==> src/hw/rtl/dcs_pkg.sv <==
package dcs_pkg;

  localparam int VALUE_WIDTH_DEF = 32;
  localparam int TOTAL_W         = 11;
  localparam int SUM_W           = 36;

  localparam logic [TOTAL_W-1:0] TOTAL_MAX = '1;
  localparam logic [SUM_W-1:0]   SUM_MAX   = '1;

  typedef enum logic [2:0] {
    ST_IDLE,
    ST_KICK,
    ST_DIV,
    ST_MUL,
    ST_TAIL,
    ST_DONE
  } state_t;

  typedef enum logic [1:0] {
    MUL_SERIES,
    MUL_SUM,
    MUL_TAIL
  } mul_op_t;

endpackage

==> src/hw/rtl/dcs_if.sv <==
interface dcs_in_if #(
  parameter int VALUE_WIDTH = dcs_pkg::VALUE_WIDTH_DEF
) ();
  logic                   valid;
  logic                   ready;
  logic [VALUE_WIDTH-1:0] value;

  modport source (output valid, output value, input ready);
  modport sink (input valid, input value, output ready);
endinterface

interface dcs_out_if ();
  logic                           valid;
  logic                           ready;
  logic [dcs_pkg::TOTAL_W-1:0]    divisor_total;
  logic [dcs_pkg::SUM_W-1:0]      divisor_sum_out;

  modport source (output valid, output divisor_total, output divisor_sum_out, input ready);
  modport sink (input valid, input divisor_total, input divisor_sum_out, output ready);
endinterface

==> src/hw/rtl/divisor_count_and_sum.sv <==
// Divisor count and divisor sum of one positive integer per beat, by trial
// division over candidates 2, 3, 4, ... while the candidate squared stays at
// or below the remaining cofactor. Each candidate costs one pass of a radix-2
// serial divider; every prime factor found adds one further divide and one
// serial multiply on a max(36, VALUE_WIDTH + 1)-bit multiplier. The worst
// case tries near 2^(VALUE_WIDTH/2) candidates. One item is worked at a time;
// a finished result sits in an output register, so the next value is taken
// while it waits. A value of zero returns zero for both fields. Count
// saturates at 2047 and sum at 2^36 - 1.
module divisor_count_and_sum #(
  parameter int VALUE_WIDTH = dcs_pkg::VALUE_WIDTH_DEF
) (
  input  logic      clk,
  input  logic      rst_n,
  dcs_in_if.sink    in_ch,
  dcs_out_if.source out_ch
);

  localparam int PW   = (VALUE_WIDTH + 1) / 2 + 1;
  localparam int EW   = $clog2(VALUE_WIDTH + 2);
  localparam int TW   = dcs_pkg::TOTAL_W;
  localparam int SW   = dcs_pkg::SUM_W;
  localparam int MB_W = (VALUE_WIDTH + 1 > SW) ? VALUE_WIDTH + 1 : SW;

  dcs_pkg::state_t  state_r;
  dcs_pkg::state_t  state_nxt;
  dcs_pkg::mul_op_t mop_r;
  dcs_pkg::mul_op_t mul_op;

  logic [VALUE_WIDTH-1:0] n_r;
  logic [PW-1:0]          p_r;
  logic [EW-1:0]          e_r;
  logic                   run_r;
  logic [TW-1:0]          cnt_r;
  logic [SW-1:0]          sum_r;
  logic [SW-1:0]          ser_r;

  logic          out_valid_r;
  logic [TW-1:0] out_total_r;
  logic [SW-1:0] out_sum_r;

  logic                   in_fire;
  logic                   out_load;
  logic                   div_start;
  logic                   div_done;
  logic [VALUE_WIDTH-1:0] div_quo;
  logic [PW-1:0]          div_rem;
  logic                   mul_start;
  logic                   mul_done;
  logic [SW-1:0]          mul_prod;
  logic [SW-1:0]          mul_a;
  logic [MB_W-1:0]        mul_b;

  logic             rem_zero;
  logic             p_over;
  logic             n_big;
  logic [EW-1:0]    cnt_fac;
  logic [TW+EW-1:0] cnt_prod;
  logic [TW-1:0]    cnt_sat;
  logic [SW-1:0]    prod_inc;

  assign in_fire = in_ch.valid && in_ch.ready;

  always_comb begin
    rem_zero = (div_rem == '0);
    p_over   = VALUE_WIDTH'(p_r) > div_quo;
    n_big    = n_r > VALUE_WIDTH'(1);
    cnt_fac  = (state_r == dcs_pkg::ST_TAIL) ? EW'(2) : e_r + EW'(1);
    cnt_prod = (TW+EW)'(cnt_r) * (TW+EW)'(cnt_fac);
    cnt_sat  = (cnt_prod > (TW+EW)'(dcs_pkg::TOTAL_MAX)) ? dcs_pkg::TOTAL_MAX
                                                        : cnt_prod[TW-1:0];
    prod_inc = (mul_prod == dcs_pkg::SUM_MAX) ? dcs_pkg::SUM_MAX : mul_prod + SW'(1);
  end

  always_comb begin
    state_nxt = state_r;
    unique case (state_r)
      dcs_pkg::ST_IDLE: begin
        if (in_fire) begin
          state_nxt = (in_ch.value == '0) ? dcs_pkg::ST_DONE : dcs_pkg::ST_KICK;
        end
      end
      dcs_pkg::ST_KICK: state_nxt = dcs_pkg::ST_DIV;
      dcs_pkg::ST_DIV: begin
        if (div_done) begin
          if (run_r) begin
            state_nxt = dcs_pkg::ST_MUL;
          end else if (p_over) begin
            state_nxt = dcs_pkg::ST_TAIL;
          end else begin
            state_nxt = dcs_pkg::ST_KICK;
          end
        end
      end
      dcs_pkg::ST_MUL: begin
        if (mul_done) begin
          state_nxt = (mop_r == dcs_pkg::MUL_TAIL) ? dcs_pkg::ST_DONE : dcs_pkg::ST_KICK;
        end
      end
      dcs_pkg::ST_TAIL: state_nxt = n_big ? dcs_pkg::ST_MUL : dcs_pkg::ST_DONE;
      dcs_pkg::ST_DONE: begin
        if (!out_valid_r || out_ch.ready) begin
          state_nxt = dcs_pkg::ST_IDLE;
        end
      end
      default: state_nxt = dcs_pkg::ST_IDLE;
    endcase
  end

  always_comb begin
    div_start = (state_r == dcs_pkg::ST_KICK);
    mul_start = 1'b0;
    mul_a     = sum_r;
    mul_b     = '0;
    mul_op    = dcs_pkg::MUL_SUM;
    out_load  = 1'b0;
    unique case (state_r)
      dcs_pkg::ST_DIV: begin
        mul_start = div_done && run_r;
        if (rem_zero) begin
          mul_a  = ser_r;
          mul_b  = MB_W'(p_r);
          mul_op = dcs_pkg::MUL_SERIES;
        end else begin
          mul_b  = MB_W'(ser_r);
        end
      end
      dcs_pkg::ST_TAIL: begin
        mul_start = n_big;
        mul_b     = MB_W'(n_r) + MB_W'(1);
        mul_op    = dcs_pkg::MUL_TAIL;
      end
      dcs_pkg::ST_DONE: out_load = !out_valid_r || out_ch.ready;
      default: ;
    endcase
  end

  always_ff @(posedge clk) begin
    if (!rst_n) begin
      state_r     <= dcs_pkg::ST_IDLE;
      out_valid_r <= 1'b0;
    end else begin
      state_r <= state_nxt;
      if (out_load) begin
        out_valid_r <= 1'b1;
      end else if (out_ch.ready) begin
        out_valid_r <= 1'b0;
      end
    end
  end

  always_ff @(posedge clk) begin
    if (out_load) begin
      out_total_r <= cnt_r;
      out_sum_r   <= sum_r;
    end
    if (mul_start) begin
      mop_r <= mul_op;
    end
    unique case (state_r)
      dcs_pkg::ST_IDLE: begin
        if (in_fire) begin
          n_r   <= in_ch.value;
          p_r   <= PW'(2);
          e_r   <= '0;
          run_r <= 1'b0;
          cnt_r <= (in_ch.value == '0) ? '0 : TW'(1);
          sum_r <= (in_ch.value == '0) ? '0 : SW'(1);
        end
      end
      dcs_pkg::ST_DIV: begin
        if (div_done) begin
          if (!run_r) begin
            if (!p_over) begin
              if (rem_zero) begin
                n_r   <= div_quo;
                e_r   <= EW'(1);
                run_r <= 1'b1;
                ser_r <= SW'(p_r) + SW'(1);
              end else begin
                p_r <= p_r + PW'(1);
              end
            end
          end else if (rem_zero) begin
            n_r <= div_quo;
            e_r <= e_r + EW'(1);
          end else begin
            cnt_r <= cnt_sat;
            run_r <= 1'b0;
          end
        end
      end
      dcs_pkg::ST_MUL: begin
        if (mul_done) begin
          unique case (mop_r)
            dcs_pkg::MUL_SERIES: ser_r <= prod_inc;
            dcs_pkg::MUL_SUM: begin
              sum_r <= mul_prod;
              p_r   <= p_r + PW'(1);
            end
            dcs_pkg::MUL_TAIL: sum_r <= mul_prod;
            default: ;
          endcase
        end
      end
      dcs_pkg::ST_TAIL: begin
        if (n_big) begin
          cnt_r <= cnt_sat;
        end
      end
      default: ;
    endcase
  end

  dcs_divider #(
    .DVD_W (VALUE_WIDTH),
    .DVS_W (PW)
  ) u_div (
    .clk       (clk),
    .rst_n     (rst_n),
    .start     (div_start),
    .dividend  (n_r),
    .divisor   (p_r),
    .done      (div_done),
    .quotient  (div_quo),
    .remainder (div_rem)
  );

  dcs_multiplier #(
    .B_W (MB_W)
  ) u_mul (
    .clk     (clk),
    .rst_n   (rst_n),
    .start   (mul_start),
    .mcand   (mul_a),
    .mplier  (mul_b),
    .done    (mul_done),
    .product (mul_prod)
  );

  assign in_ch.ready            = (state_r == dcs_pkg::ST_IDLE);
  assign out_ch.valid           = out_valid_r;
  assign out_ch.divisor_total   = out_total_r;
  assign out_ch.divisor_sum_out = out_sum_r;

endmodule

==> src/hw/rtl/dcs_divider.sv <==
module dcs_divider #(
  parameter int DVD_W = dcs_pkg::VALUE_WIDTH_DEF,
  parameter int DVS_W = dcs_pkg::VALUE_WIDTH_DEF / 2 + 1
) (
  input  logic             clk,
  input  logic             rst_n,
  input  logic             start,
  input  logic [DVD_W-1:0] dividend,
  input  logic [DVS_W-1:0] divisor,
  output logic             done,
  output logic [DVD_W-1:0] quotient,
  output logic [DVS_W-1:0] remainder
);

  localparam int CW = $clog2(DVD_W);

  logic             busy_r;
  logic             done_r;
  logic [CW-1:0]    cnt_r;
  logic [DVD_W-1:0] quo_r;
  logic [DVD_W-1:0] quo_nxt;
  logic [DVS_W-1:0] rem_r;
  logic [DVS_W-1:0] rem_nxt;
  logic [DVS_W-1:0] dvs_r;
  logic [DVS_W:0]   shifted;
  logic [DVS_W:0]   diff;
  logic             fits;

  // one quotient bit per cycle, restoring
  always_comb begin
    shifted = {rem_r, quo_r[DVD_W-1]};
    fits    = shifted >= {1'b0, dvs_r};
    diff    = shifted - {1'b0, dvs_r};
    rem_nxt = fits ? diff[DVS_W-1:0] : shifted[DVS_W-1:0];
    quo_nxt = {quo_r[DVD_W-2:0], fits};
  end

  always_ff @(posedge clk) begin
    if (!rst_n) begin
      busy_r <= 1'b0;
      done_r <= 1'b0;
    end else begin
      done_r <= 1'b0;
      if (start) begin
        busy_r <= 1'b1;
      end else if (busy_r && cnt_r == '0) begin
        busy_r <= 1'b0;
        done_r <= 1'b1;
      end
    end
  end

  always_ff @(posedge clk) begin
    if (start) begin
      quo_r <= dividend;
      rem_r <= '0;
      dvs_r <= divisor;
      cnt_r <= CW'(DVD_W - 1);
    end else if (busy_r) begin
      quo_r <= quo_nxt;
      rem_r <= rem_nxt;
      cnt_r <= cnt_r - CW'(1);
    end
  end

  assign done      = done_r;
  assign quotient  = quo_r;
  assign remainder = rem_r;

endmodule

==> src/hw/rtl/dcs_multiplier.sv <==
module dcs_multiplier #(
  parameter int B_W = dcs_pkg::SUM_W
) (
  input  logic                      clk,
  input  logic                      rst_n,
  input  logic                      start,
  input  logic [dcs_pkg::SUM_W-1:0] mcand,
  input  logic [B_W-1:0]            mplier,
  output logic                      done,
  output logic [dcs_pkg::SUM_W-1:0] product
);

  localparam int SW = dcs_pkg::SUM_W;
  localparam int CW = $clog2(B_W);

  logic          busy_r;
  logic          done_r;
  logic [CW-1:0] cnt_r;
  logic [SW-1:0] a_r;
  logic [B_W-1:0] b_r;
  logic [SW-1:0] acc_r;
  logic [SW-1:0] acc_nxt;
  logic [SW+1:0] step;

  // msb first: double, add, clamp at the sum ceiling
  always_comb begin
    step    = {1'b0, acc_r, 1'b0} + (b_r[B_W-1] ? {2'b00, a_r} : '0);
    acc_nxt = (step > (SW+2)'(dcs_pkg::SUM_MAX)) ? dcs_pkg::SUM_MAX : step[SW-1:0];
  end

  always_ff @(posedge clk) begin
    if (!rst_n) begin
      busy_r <= 1'b0;
      done_r <= 1'b0;
    end else begin
      done_r <= 1'b0;
      if (start) begin
        busy_r <= 1'b1;
      end else if (busy_r && cnt_r == '0) begin
        busy_r <= 1'b0;
        done_r <= 1'b1;
      end
    end
  end

  always_ff @(posedge clk) begin
    if (start) begin
      a_r   <= mcand;
      b_r   <= mplier;
      acc_r <= '0;
      cnt_r <= CW'(B_W - 1);
    end else if (busy_r) begin
      acc_r <= acc_nxt;
      b_r   <= {b_r[B_W-2:0], 1'b0};
      cnt_r <= cnt_r - CW'(1);
    end
  end

  assign done    = done_r;
  assign product = acc_r;

endmodule

==> src/flat_wrapper.sv <==
// flat-port wrapper written by rule: the top's interface ports become plain ports
module divisor_count_and_sum_flat 
#(
  parameter int VALUE_WIDTH = dcs_pkg::VALUE_WIDTH_DEF
)
  (clk, rst_n, in_ch_valid, in_ch_value, in_ch_ready, out_ch_valid, out_ch_divisor_total, out_ch_divisor_sum_out, out_ch_ready);
  dcs_in_if #(.VALUE_WIDTH(VALUE_WIDTH)) in_ch_i ();
  dcs_out_if out_ch_i ();
  input  logic clk;
  input  logic rst_n;
  input wire logic [$bits(in_ch_i.valid)-1:0] in_ch_valid;
  input wire logic [$bits(in_ch_i.value)-1:0] in_ch_value;
  output wire logic [$bits(in_ch_i.ready)-1:0] in_ch_ready;
  output wire logic [$bits(out_ch_i.valid)-1:0] out_ch_valid;
  output wire logic [$bits(out_ch_i.divisor_total)-1:0] out_ch_divisor_total;
  output wire logic [$bits(out_ch_i.divisor_sum_out)-1:0] out_ch_divisor_sum_out;
  input wire logic [$bits(out_ch_i.ready)-1:0] out_ch_ready;
  assign in_ch_i.valid = in_ch_valid;
  assign in_ch_i.value = in_ch_value;
  assign in_ch_ready = in_ch_i.ready;
  assign out_ch_valid = out_ch_i.valid;
  assign out_ch_divisor_total = out_ch_i.divisor_total;
  assign out_ch_divisor_sum_out = out_ch_i.divisor_sum_out;
  assign out_ch_i.ready = out_ch_ready;
  divisor_count_and_sum #(.VALUE_WIDTH(VALUE_WIDTH)) u_core (.clk(clk), .rst_n(rst_n), .in_ch(in_ch_i), .out_ch(out_ch_i));
endmodule
==> config.mk <==
export PLATFORM = sky130hd
export DESIGN_NAME = divisor_count_and_sum_flat
export DESIGN_NICKNAME = d
export VERILOG_FILES = /design/src/hw/rtl/dcs_pkg.sv /design/src/hw/rtl/dcs_if.sv /design/src/hw/rtl/divisor_count_and_sum.sv /design/src/hw/rtl/dcs_divider.sv /design/src/hw/rtl/dcs_multiplier.sv /design/src/flat_wrapper.sv
export SDC_FILE = /design/constraint.sdc
export NUM_CORES = 1
export LEC_CHECK = 0
export BUFFER_PORTS_ARGS = -buffer_cell sky130_fd_sc_hd__buf_2
export CORE_UTILIZATION = 40
export CTS_CLUSTER_DIAMETER = 150
export DETAILED_ROUTE_END_ITERATION = 8
export REMOVE_ABC_BUFFERS = 1
export SETUP_SLACK_MARGIN = 0.3
export SYNTH_ARGS = -nofsm -noshare
export SYNTH_HDL_FRONTEND = slang
export SYNTH_HIERARCHICAL = 1
export SYNTH_SLANG_ARGS = --single-unit
==> constraint.sdc <==
create_clock -name clk -period 15.1 [get_ports clk]
set_input_delay 1.51 -clock clk [delete_from_list [all_inputs] [get_ports clk]]
set_output_delay 1.51 -clock clk [all_outputs]
set_load 0.05 [all_outputs]
[After elaboration in Yosys (flattened, before gate mapping)]
Cells that the tools add are included.
W data, S select, Z words.
Word-level totals
  register bits: 381
  bits in latches: 0
  memory bits (writable): 0
  memory bits (read-only): 0
  input bits: 36
  output and inout bits: 49
  logic and storage cells: 177
  memories kept: 0
Cells by class
  add/subtract/negate cells: 9
  $mul: 1
  divide/modulo/power cells: 0
  $lt $le $gt $ge: 5
  eq/ne operators: 22
  shift operators: 0
  muxes and demuxes: 82
  bitwise operators: 1
  reductions and logical operators: 33
Operator list (number)
  $mux W36: 17
  $mux W32: 7
  $pmux W36 S2: 3
  $mux W17: 8
  $mux W11: 6
  $pmux W32 S2: 1
  $pmux W17 S3: 1
  $mux W6: 7
  $add A37 B38 Y38: 1
  $gt A38 B36 Y1 const B: 1
  $add A36 B1 Y36 const B: 1
  $eq A36 B36 Y1 const B: 1
  $add A32 B1 Y33 const B: 1
  $pmux W11 S3: 1
  $gt A17 B32 Y1: 1
  $gt A32 B1 Y1 const B: 1
  $logic_not A32 Y1: 1
  $mux W3: 9
  $add A17 B1 Y18 const B: 1
  $ge A18 B17 Y1: 1
  $ne A2 B2 Y1 const B: 9
  $pmux W3 S6: 1
  $add A17 B1 Y17 const B: 1
  $gt A17 B11 Y1 const B: 1
  34 further kinds: 71

[Depth between registers and ports, before layout]
Gate-level depths: netlist of run 1.
  depth in word-level cells: 9
  mapped depth: 22
  mapped depth without buffers: 19

[Hierarchy]
Netlist of run 1, hierarchy kept.
By module, submodules not included
  divisor_count_and_sum: times used 1, cells each 1217, area each 12504.5 sq um, sequential area each 5725.5 sq um
  dcs_multiplier: times used 1, cells each 594, area each 6483.7 sq um, sequential area each 3042.9 sq um
  dcs_divider: times used 1, cells each 324, area each 3839.9 sq um, sequential area each 1951.9 sq um

[Least setup slack after synthesis of run 1]
No wires, ideal clock.
  path kind: register to register
  from: register u_core.state_r[1]
  to: register u_core.u_mul.acc_r[33] (netlist: u_core/u_mul/product[33])
  setup time: 148 ps
  data arrival time: 5015 ps
  required time: 14952 ps
  slack: 9937 ps
  cell stages (with the launch flop): 10
  path buffers: 4
  clock period less this slack: 5163 ps
  cells stage by stage: dfxtp_1 -> buf_2 -> inv_1 -> nor3_1 -> nand2_1 -> o21ai_0 -> clkbuf_1 -> clkbuf_1 -> clkbuf_1 -> a211oi_1
On the way
  word-level cells in the longest chain between the ends: 2
  elaborated cells on any way between the ends: 3
  those cells by class: eq/ne (2); mux (1)
RTL lines
  from (decl): line divisor_count_and_sum.sv:25  | dcs_pkg::state_t state_r;
  from (signal assigned): line divisor_count_and_sum.sv:140  | state_r <= dcs_pkg::ST_IDLE;
  from (signal assigned): line divisor_count_and_sum.sv:143  | state_r <= state_nxt;
  $eq A3 B3 Y1 or $eq A3 B2 Y1 (tied branches): line divisor_count_and_sum.sv:117  | unique case (state_r)
  $pmux W1 S2 (*): line divisor_count_and_sum.sv:117
  net u_core.mul_start: line divisor_count_and_sum.sv:48  | logic mul_start;
  to (signal assigned): line dcs_multiplier.sv:53  | acc_r <= acc_nxt;
  to (decl): line dcs_multiplier.sv:21  | logic [SW-1:0] acc_r;
The timed path passes the listed nets; every way through them passes the cells marked *.
A chain may end at the register's enable or synchronous reset.

[Worst setup path in the final report of run 1]
  from: register u_core.state_r[0]
  to: register u_core.cnt_r[4], data pin
On the way
  word-level cells in the longest chain between the ends: 9
  elaborated cells on any way between the ends: 12
  those cells by class: mul (1); order compare (1); eq/ne (2); mux (7); reduce/logical (1)
RTL lines
  $eq A3 B3 Y1: line divisor_count_and_sum.sv:68, divisor_count_and_sum.sv:160
  $mux W6: line divisor_count_and_sum.sv:68  | cnt_fac = (state_r == dcs_pkg::ST_TAIL) ? EW'(2) : e_r + EW'(1);
  $mul A11 B6 Y17: line divisor_count_and_sum.sv:69  | cnt_prod = (TW+EW)'(cnt_r) * (TW+EW)'(cnt_fac);
  $gt A17 B11 Y1: line divisor_count_and_sum.sv:70  | cnt_sat = (cnt_prod > (TW+EW)'(dcs_pkg::TOTAL_MAX)) ? dcs_pkg::TOTAL_MAX
  $mux W11: line divisor_count_and_sum.sv:70
  $mux W11: line divisor_count_and_sum.sv:184  | end else if (rem_zero) begin
  $mux W11: line divisor_count_and_sum.sv:173  | if (!run_r) begin
  $mux W11: line divisor_count_and_sum.sv:172  | if (div_done) begin
  $pmux W11 S3 (*): line divisor_count_and_sum.sv:160  | unique case (state_r)
  to (signal assigned): line divisor_count_and_sum.sv:167  | cnt_r <= (in_ch.value == '0) ? '0 : TW'(1);
  to (signal assigned): line divisor_count_and_sum.sv:188  | cnt_r <= cnt_sat;
  to (signal assigned): line divisor_count_and_sum.sv:208  | cnt_r <= cnt_sat;
  to (decl): line divisor_count_and_sum.sv:34  | logic [TW-1:0] cnt_r;
Every way passes the cells marked *; elsewhere a longest branch is shown, timed or not. The select of a mux whose other input is x is not followed.

==> results of run 1 <==
==> logic make-up after synthesis <==
family                   share of synthesized area, %
multiplexers                                     6.49
AO/OA/AOI/OAI                                    12.3
AND/OR/NAND/NOR                                  15.7
buffers and inverters                            3.97
flip-flops                                       47.0
XOR/XNOR                                         5.41
adder cells (fa/ha/maj)                          9.18
==> cells in the final DEF (no fill, tap or decap), types with 10 or more instances in the layout <==
cell type  netlist  final
edfxtp_1       309    309
nand2_1        208    206
nor2_1         156    155
inv_1          119    119
a21oi_1        112    112
ha_1           105    105
mux2_2         104    104
and2_1          92     91
buf_2           11     84
xor2_1          77     77
dfxtp_1         72     72
xnor2_1         64     64
o21ai_0         59     58
and3_1          53     53
clkbuf_16        0     46
nand3_1         46     46
fa_1            39     39
nor3_1          35     32
a211oi_2        31     32
mux2i_1         31     31
nand4_1         30     30
a21o_1          29     29
nor4_1          28     25
buf_4            4     24
a211oi_1        23     22
nand2b_1        21     21
o22ai_1         18     18
o21ai_1         15     15
clkbuf_1        69     13
a21oi_2         12     12
a31oi_1         10     10
==> critical path: stages, from the launching register on <==
cell	delay, ns
dfxtp_1	0.31
buf_4	0.50
nor2_1	0.11
nand2_1	0.11
clkinv_1	0.28
nor2_1	0.64
nand2_1	0.17
fa_1	0.59
fa_1	0.45
fa_1	0.55
inv_1	0.04
ha_1	0.35
a211o_1	0.34
a221oi_1	0.32
nand2_1	0.10
a221o_1	0.38
xnor2_1	0.13
and4_1	0.45
a21oi_1	0.13
==> metrics by stage <==
| step | instances | worst slack, ns | cell area, um2 | hold WS, ns | util (%) |
|---|---|---|---|---|---|
| after floorplan | 2037 | 2.34 | 22400 | 0.422 | - |
| after global placement | 2901 | 9.04 | 24000 | 0.443 | 42.6 |
| after detailed placement | 2901 | 8.89 | 24000 | 0.435 | 42.6 |
| after CTS | 2983 | 8.83 | 25600 | 0.446 | 45.3 |
| after global routing | 2983 | 8.50 | 25600 | 0.455 | 45.3 |
| final | 2983 | 8.81 | 25600 | 0.445 | 45.3 |
==> power by group <==
group	internal (mW)	switching, mW
registers	1.29	0.158
clock network	0.709	0.441
logic	0.523	0.741
==> routing by layer <==
layer	part of all wire (%)	GRT usage [%]	vias up	wire length [um]
met5	0	0	-	0
met4	2.6	6.71	0	1550
met3	5.3	2.57	89	3170
met2	46	33.2	463	27600
met1	46	28.7	8085	27300
li1	-	-	7839	-
==> area by class of cell <==
| type | instances | share of cell area, % |
|---|---|---|
| Inverter | 120 | 1.76 |
| Timing Repair Buffer | 108 | 2.35 |
| Multi-Input combinational cell | 1536 | 44.1 |
| Sequential cell | 381 | 42.0 |
| Clock inverter | 17 | 1.07 |
| Clock buffer | 65 | 5.02 |
| Tap cell | 756 | 3.70 |
==> flip-flops by register name (all words and copies together), names as in the netlist, 2 cells and up <==
signal and flops:
u_core/u_div/dvs_r 17, u_core/sum_r 36, u_core/u_mul/b_r 36, u_core/u_mul/product 36
u_core/mop_r 2, u_core/e_r 6, u_core/n_r 32, u_core/out_ch.divisor_sum_out 36
u_core/u_mul/cnt_r 6, u_core/u_div/quotient 32, u_core/out_ch.divisor_total 11, u_core/cnt_r 11
u_core/p_r 17, u_core/state_r 3, u_core/u_div/remainder 17, u_core/ser_r 36
u_core/u_mul/a_r 36, u_core/u_div/cnt_r 5
==> worst max-delay path by stage <==
stage / to
after floorplan: u_core/u_mul/b_r[0]$_SDFFCE_PN0P_
after global placement: u_core/cnt_r[3]$_SDFFCE_PN0P_
after detailed placement: u_core/cnt_r[4]$_SDFFCE_PN0P_
after CTS: u_core/cnt_r[4]$_SDFFCE_PN0P_
after global routing: u_core/cnt_r[4]$_SDFFCE_PN0P_
final: u_core/cnt_r[4]$_SDFFCE_PN0P_
==> flow_summary_export.csv, run 1 <==
group,metric,value,unit
status,status,"complete, no violations",
yosys,ys_types,91,
sta,tightest_slew,1.27,ns
hold_path,hold_path_end,"u_core/out_ch.divisor_sum_out[4]$_DFFE_PP_",
sta,rsz0062_at_grt,"false",
cells_and_area,seq_area,0.0107,mm2
clocking,cts_root_buf,"clkbuf_16",
yosys,synth_top_area_share,40.6,%
sta,skew,0.0292,ns
clocking,clk_latency,0.58,ns
worst_setup_path,worstSetupStartpointType,"flop",
clocking,clockBufferDepth,3,
global_route,overflow,0,
sta,fmax,159,MHz
sta,min_period,6.29,ns
pwr,worst_ir_drop_vdd,82.9,uV
clocking,clkTransAtPathRegs,0.06,ns
pwr,p_per_area,151,mW/mm2
global_route,grt.total_usage,20.6,%
global_route,grt_pass1_vias,16200,
cells_and_area,diodes,0,
global_route,antenna_found_initial,0,
die,rows,87,
sta,hold_violations,0,
detailed_routing,vias,16500,
place,dp_hpwl,41.9,mm
worst_setup_path,path_class,"reg -> reg",
worst_setup_path,path_max_fanout,52,
yosys,synthCells,2135,
pwr,power,3.86,mW
hold_path,hold_start,"u_core/sum_r[4]$_SDFFCE_PN0P_",
cells_and_area,num-fill-cells,5297,
pwr,power_leakage,9.75,nW
die,die_x,241,um
yosys,synth_area_leader_cell,"edfxtp_1",
yosys,ys_ff_latch,381,
yosys,synth_ff_type,"edfxtp_1",
clocking,h-tree-depth,2,
yosys,synth-edff-count,309,
worst_setup_path,crit_arrival,6.55,ns
job,max_cap_violations,0,
place,io_buffers,84,
yosys,netlist_area,0.0228,mm2
worst_setup_path,reg2reg_from,"u_core/state_r[0]$_SDFFE_PN0P_",
sta,slew_headroom,15.0,%
worst_setup_path,reg2reg_depth,18,
detailed_routing,drtIter0Drc,1319,
detailed_routing,wire_per_inst,20.0,um
clocking,postCtsSetupBuffers,0,
cells_and_area,layout.nets,2371,
clocking,cts_tree,"done",
clocking,cts_buffers,44,
yosys,yosys_warnings,6,
die,die_y,241,um
worst_setup_path,r2r_slack,8.81,ns
worst_setup_path,timing.critical_path.from,"u_core/state_r[0]$_SDFFE_PN0P_",
global_route,grt_max_degree,75,
detailed_routing,wl,59.7,mm
worst_setup_path,timing.rr.end,"u_core/cnt_r[4]$_SDFFCE_PN0P_",
cells_and_area,drive_above_1_share,16.4,%
clocking,hold_buffers,0,
clocking,cts_sinks,381,
detailed_routing,viasPerCell,5.52,
yosys,synth_seq_area_share,47.0,%
die,start_util,40.5,%
global_route,grt_pass1_wl,92.5,mm
place,gp_congestion,0.924,
hold_path,whs_path_depth,0,
hold_path,hold_path.class,"reg -> reg",
die,coreArea,0.0564,mm2
yosys,synth_commonest_cells,"edfxtp_1 (309), nand2_1 (208), nor2_1 (156)",
detailed_routing,first_pass_iters,5,
detailed_routing,drc,0,
yosys,async_reset_ff_share,0,%
cells_and_area,syn_to_final_growth,11.9,%
detailed_routing,antenna_left,0,
yosys,synth_most_common_cell,"edfxtp_1",
clocking,ctsResizeCount,0,
die,num_io_pins,85,
sta,setup_viol,0,
sta,fin_setup_tns,0,ns
worst_setup_path,required,15.37,ns
sta,period_share,41.6,%
die,die_area,0.0580,mm2
worst_setup_path,cp-end-kind,"flop",
cells_and_area,multi_input_area,0.0113,mm2
yosys,avgSynthCellArea,10.7,um2
sta,slew_viol_final,0,
yosys,synth_area_leaders,"edfxtp_1 (41%), dfxtp_1 (6.3%), ha_1 (5.8%)",
(Power assumes the default switching activity.)
==> inputs of run 2 (changes only) <==
- clock period: 15.1 -> 5.8 ns (I/O delays scaled with it)
==> run 2 against run 1 <==
  * Power rose to 2.6 times the previous value
  * First-iteration DRC count shrank 6.4%
  * Combinational power grew to 2.7 times the previous value
  * Critical path depth increased by 1
  * Final cell count up 0.23%
  * Global-route usage up 0.36 points
==> flow_summary_export.csv, run 2 (synthesis gave the netlist of run 1 again) <==
group,metric,value,unit
status,status,"complete, no violations",
global_route,grtUsageMet1,28.4,%
place,post-place-cells,2908,
pwr,power_frac_clock,27.6,%
detailed_routing,drc,0,
cells_and_area,layout.nets,2379,
cells_and_area,final_cells,2990,
clocking,cts_tree,"done",
detailed_routing,first_pass_iters,5,
cells_and_area,final_common_cell,"edfxtp_1",
worst_setup_path,reg2reg_depth,19,
worst_setup_path,worstSetupStartpointType,"flop",
global_route,antenna_found_initial,1,
pwr,worst_ir_drop_vdd,240,uV
die,die_area,0.0580,mm2
global_route,grt_pass1_wl,94.0,mm
sta,slew_viol_final,0,
sta,tightest_slew,1.28,ns
die,die_y,241,um
sta,period_share,90.6,%
global_route,grt.met2_usage,33.4,%
worst_setup_path,path_class,"reg -> reg",
global_route,grt_max_degree,74,
die,num_io_pins,85,
worst_setup_path,timing.critical_path.from,"u_core/e_r[0]$_SDFFCE_PN0P_",
clocking,clockBufferDepth,3,
worst_setup_path,path_max_fanout,11,
clocking,cts_buffers,43,
sta,slew_headroom,14.3,%
sta,layout_setup_ws,0.543,ns
worst_setup_path,reg2reg_from,"u_core/e_r[0]$_SDFFCE_PN0P_",
global_route,busiest_layer,"met2",
die,start_util,40.5,%
job,max_cap_violations,0,
pwr,p_per_area,391,mW/mm2
cells_and_area,fin_area,0.0255,mm2
worst_setup_path,required,6.08,ns
global_route,grt_util_met3,2.65,%
detailed_routing,wire_per_inst,20.2,um
hold_path,hold_path.class,"in -> reg",
place,dp_hpwl,43.0,mm
worst_setup_path,crit_arrival,5.54,ns
pwr,power_leakage,9.72,nW
place,dp_slack,0.0674,ns
sta,hold_violations,0,
pwr,combPwrFrac,34.5,%
die,die_x,241,um
clocking,cts_root_buf,"clkbuf_16",
pwr,switching_share,35.7,%
clocking,cts_sinks,381,
sta,skew,0.0292,ns
detailed_routing,viasPerCell,5.57,
sta,min_period,5.26,ns
pwr,power_switching,3.56,mW
worst_setup_path,r2r_slack,0.54,ns
place,io_buffers,84,
cells_and_area,final_cell_mix,"edfxtp_1 (309), nand2_1 (206), nor2_1 (153), inv_1 (119), a21oi_1 (112)",
clocking,h-tree-depth,2,
sta,rsz0062_at_grt,"false",
global_route,grt_pass1_vias,16600,
detailed_routing,wl,60.5,mm
worst_setup_path,cp-end-kind,"flop",
global_route,grt.total_usage,20.9,%
place,placed_cell_area,0.0241,mm2
worst_setup_path,critPathCapture,"u_core/cnt_r[6]$_SDFFCE_PN0P_",
cells_and_area,fin_util,45.3,%
pwr,power,9.98,mW
cells_and_area,drive_above_1_share,17.1,%
sta,setup_viol,0,
detailed_routing,antenna_left,0,
pwr,p_int,6.41,mW
pwr,seqPwrFrac,37.9,%
clocking,clk_latency,0.59,ns
die,rows,87,
sta,fmax,190,MHz
clocking,hold_buffers,0,
detailed_routing,vias,16700,
detailed_routing,drtIter0Drc,1234,
place,gp_congestion,0.884,
cells_and_area,syn_to_final_growth,11.9,%
die,coreArea,0.0564,mm2
worst_setup_path,timing.rr.end,"u_core/cnt_r[6]$_SDFFCE_PN0P_",
cells_and_area,diodes,0,
global_route,overflow,0,
clocking,clkTransAtPathRegs,0.06,ns
run 2: cell types whose count changed in the layout (fill, tap and decap cells not counted), moves of 3 or more:
cell and delta:
clkinv_2 +3, buf_4 +8, clkbuf_8 -3, bufinv_16 -3, ha_1 -3, clkinv_1 +4
run 2: metal layers:
metal	share of wire [%]	wire length, um
met5	0	0
met4	4.2	2520
met3	5.1	3070
met2	46	27700
met1	45	27200
run 2: area by class of cell:
class | count | area, um2
Inverter | 120 | 450
Tap cell | 756 | 946
Fill cell | 5283 | 30800
Multi-Input combinational cell | 1537 | 11400
Clock inverter | 22 | 221
Clock buffer | 58 | 1180
Timing Repair Buffer | 116 | 661
Sequential cell | 381 | 10700
run 2: worst min-delay path by stage:
stage,start,to,slack [ns],cells after the start
after floorplan,u_core/sum_r[0]$_DFFE_PP_,u_core/out_ch.divisor_sum_out[0]$_DFFE_PP_,0.42,0
after global placement,u_core/sum_r[35]$_SDFFCE_PN0P_,u_core/out_ch.divisor_sum_out[35]$_DFFE_PP_,0.44,0
after detailed placement,u_core/sum_r[20]$_SDFFCE_PN0P_,u_core/out_ch.divisor_sum_out[20]$_DFFE_PP_,0.44,0
final,in_ch_value[27],u_core/n_r[27]$_DFFE_PP_,0.30,3
after CTS,in_ch_value[27],u_core/n_r[27]$_DFFE_PP_,0.28,3
after global routing,in_ch_value[27],u_core/n_r[27]$_DFFE_PP_,0.30,3
run 2: per-stage QoR:
step                hold slack, ns   TNS, ns
CTS                          0.280         0
floorplan                    0.422  -1135.42
detailed placement           0.442         0
finish                       0.303         0
global placement             0.439         0
global route                 0.301         0
run 2: power by group through the flow:
stage	combinational, mW	sequential, mW	clock (mW)
CTS	3.32	3.77	2.82
floorplan	2.57	3.67	0
global placement	3.24	3.82	0
global route	3.85	3.82	2.92
detailed placement	3.28	3.82	0
finish	3.44	3.78	2.76
run 2: critical path, cell delays in order, from the launching register on:
cell	delay, ns
edfxtp_1	0.43
and3_4	0.22
nand3_1	0.09
xor2_1	0.20
nor2_1	0.08
buf_4	0.18
and2_1	0.18
fa_1	0.51
fa_1	0.55
inv_1	0.06
fa_1	0.52
inv_1	0.04
ha_2	0.33
and3_1	0.23
a221oi_2	0.29
nand2_1	0.08
a221o_1	0.39
xnor2_2	0.21
and4_2	0.31
a21oi_1	0.08
run 2: what timing repair did:
item / 4_1_cts / 5_1_grt
endpoints found under the setup margin: 11 / 11
cloned: 0 / 1
setup buffers: 0 / 1
gates resized for setup: 3 / 11
pin swaps: 0 / 4
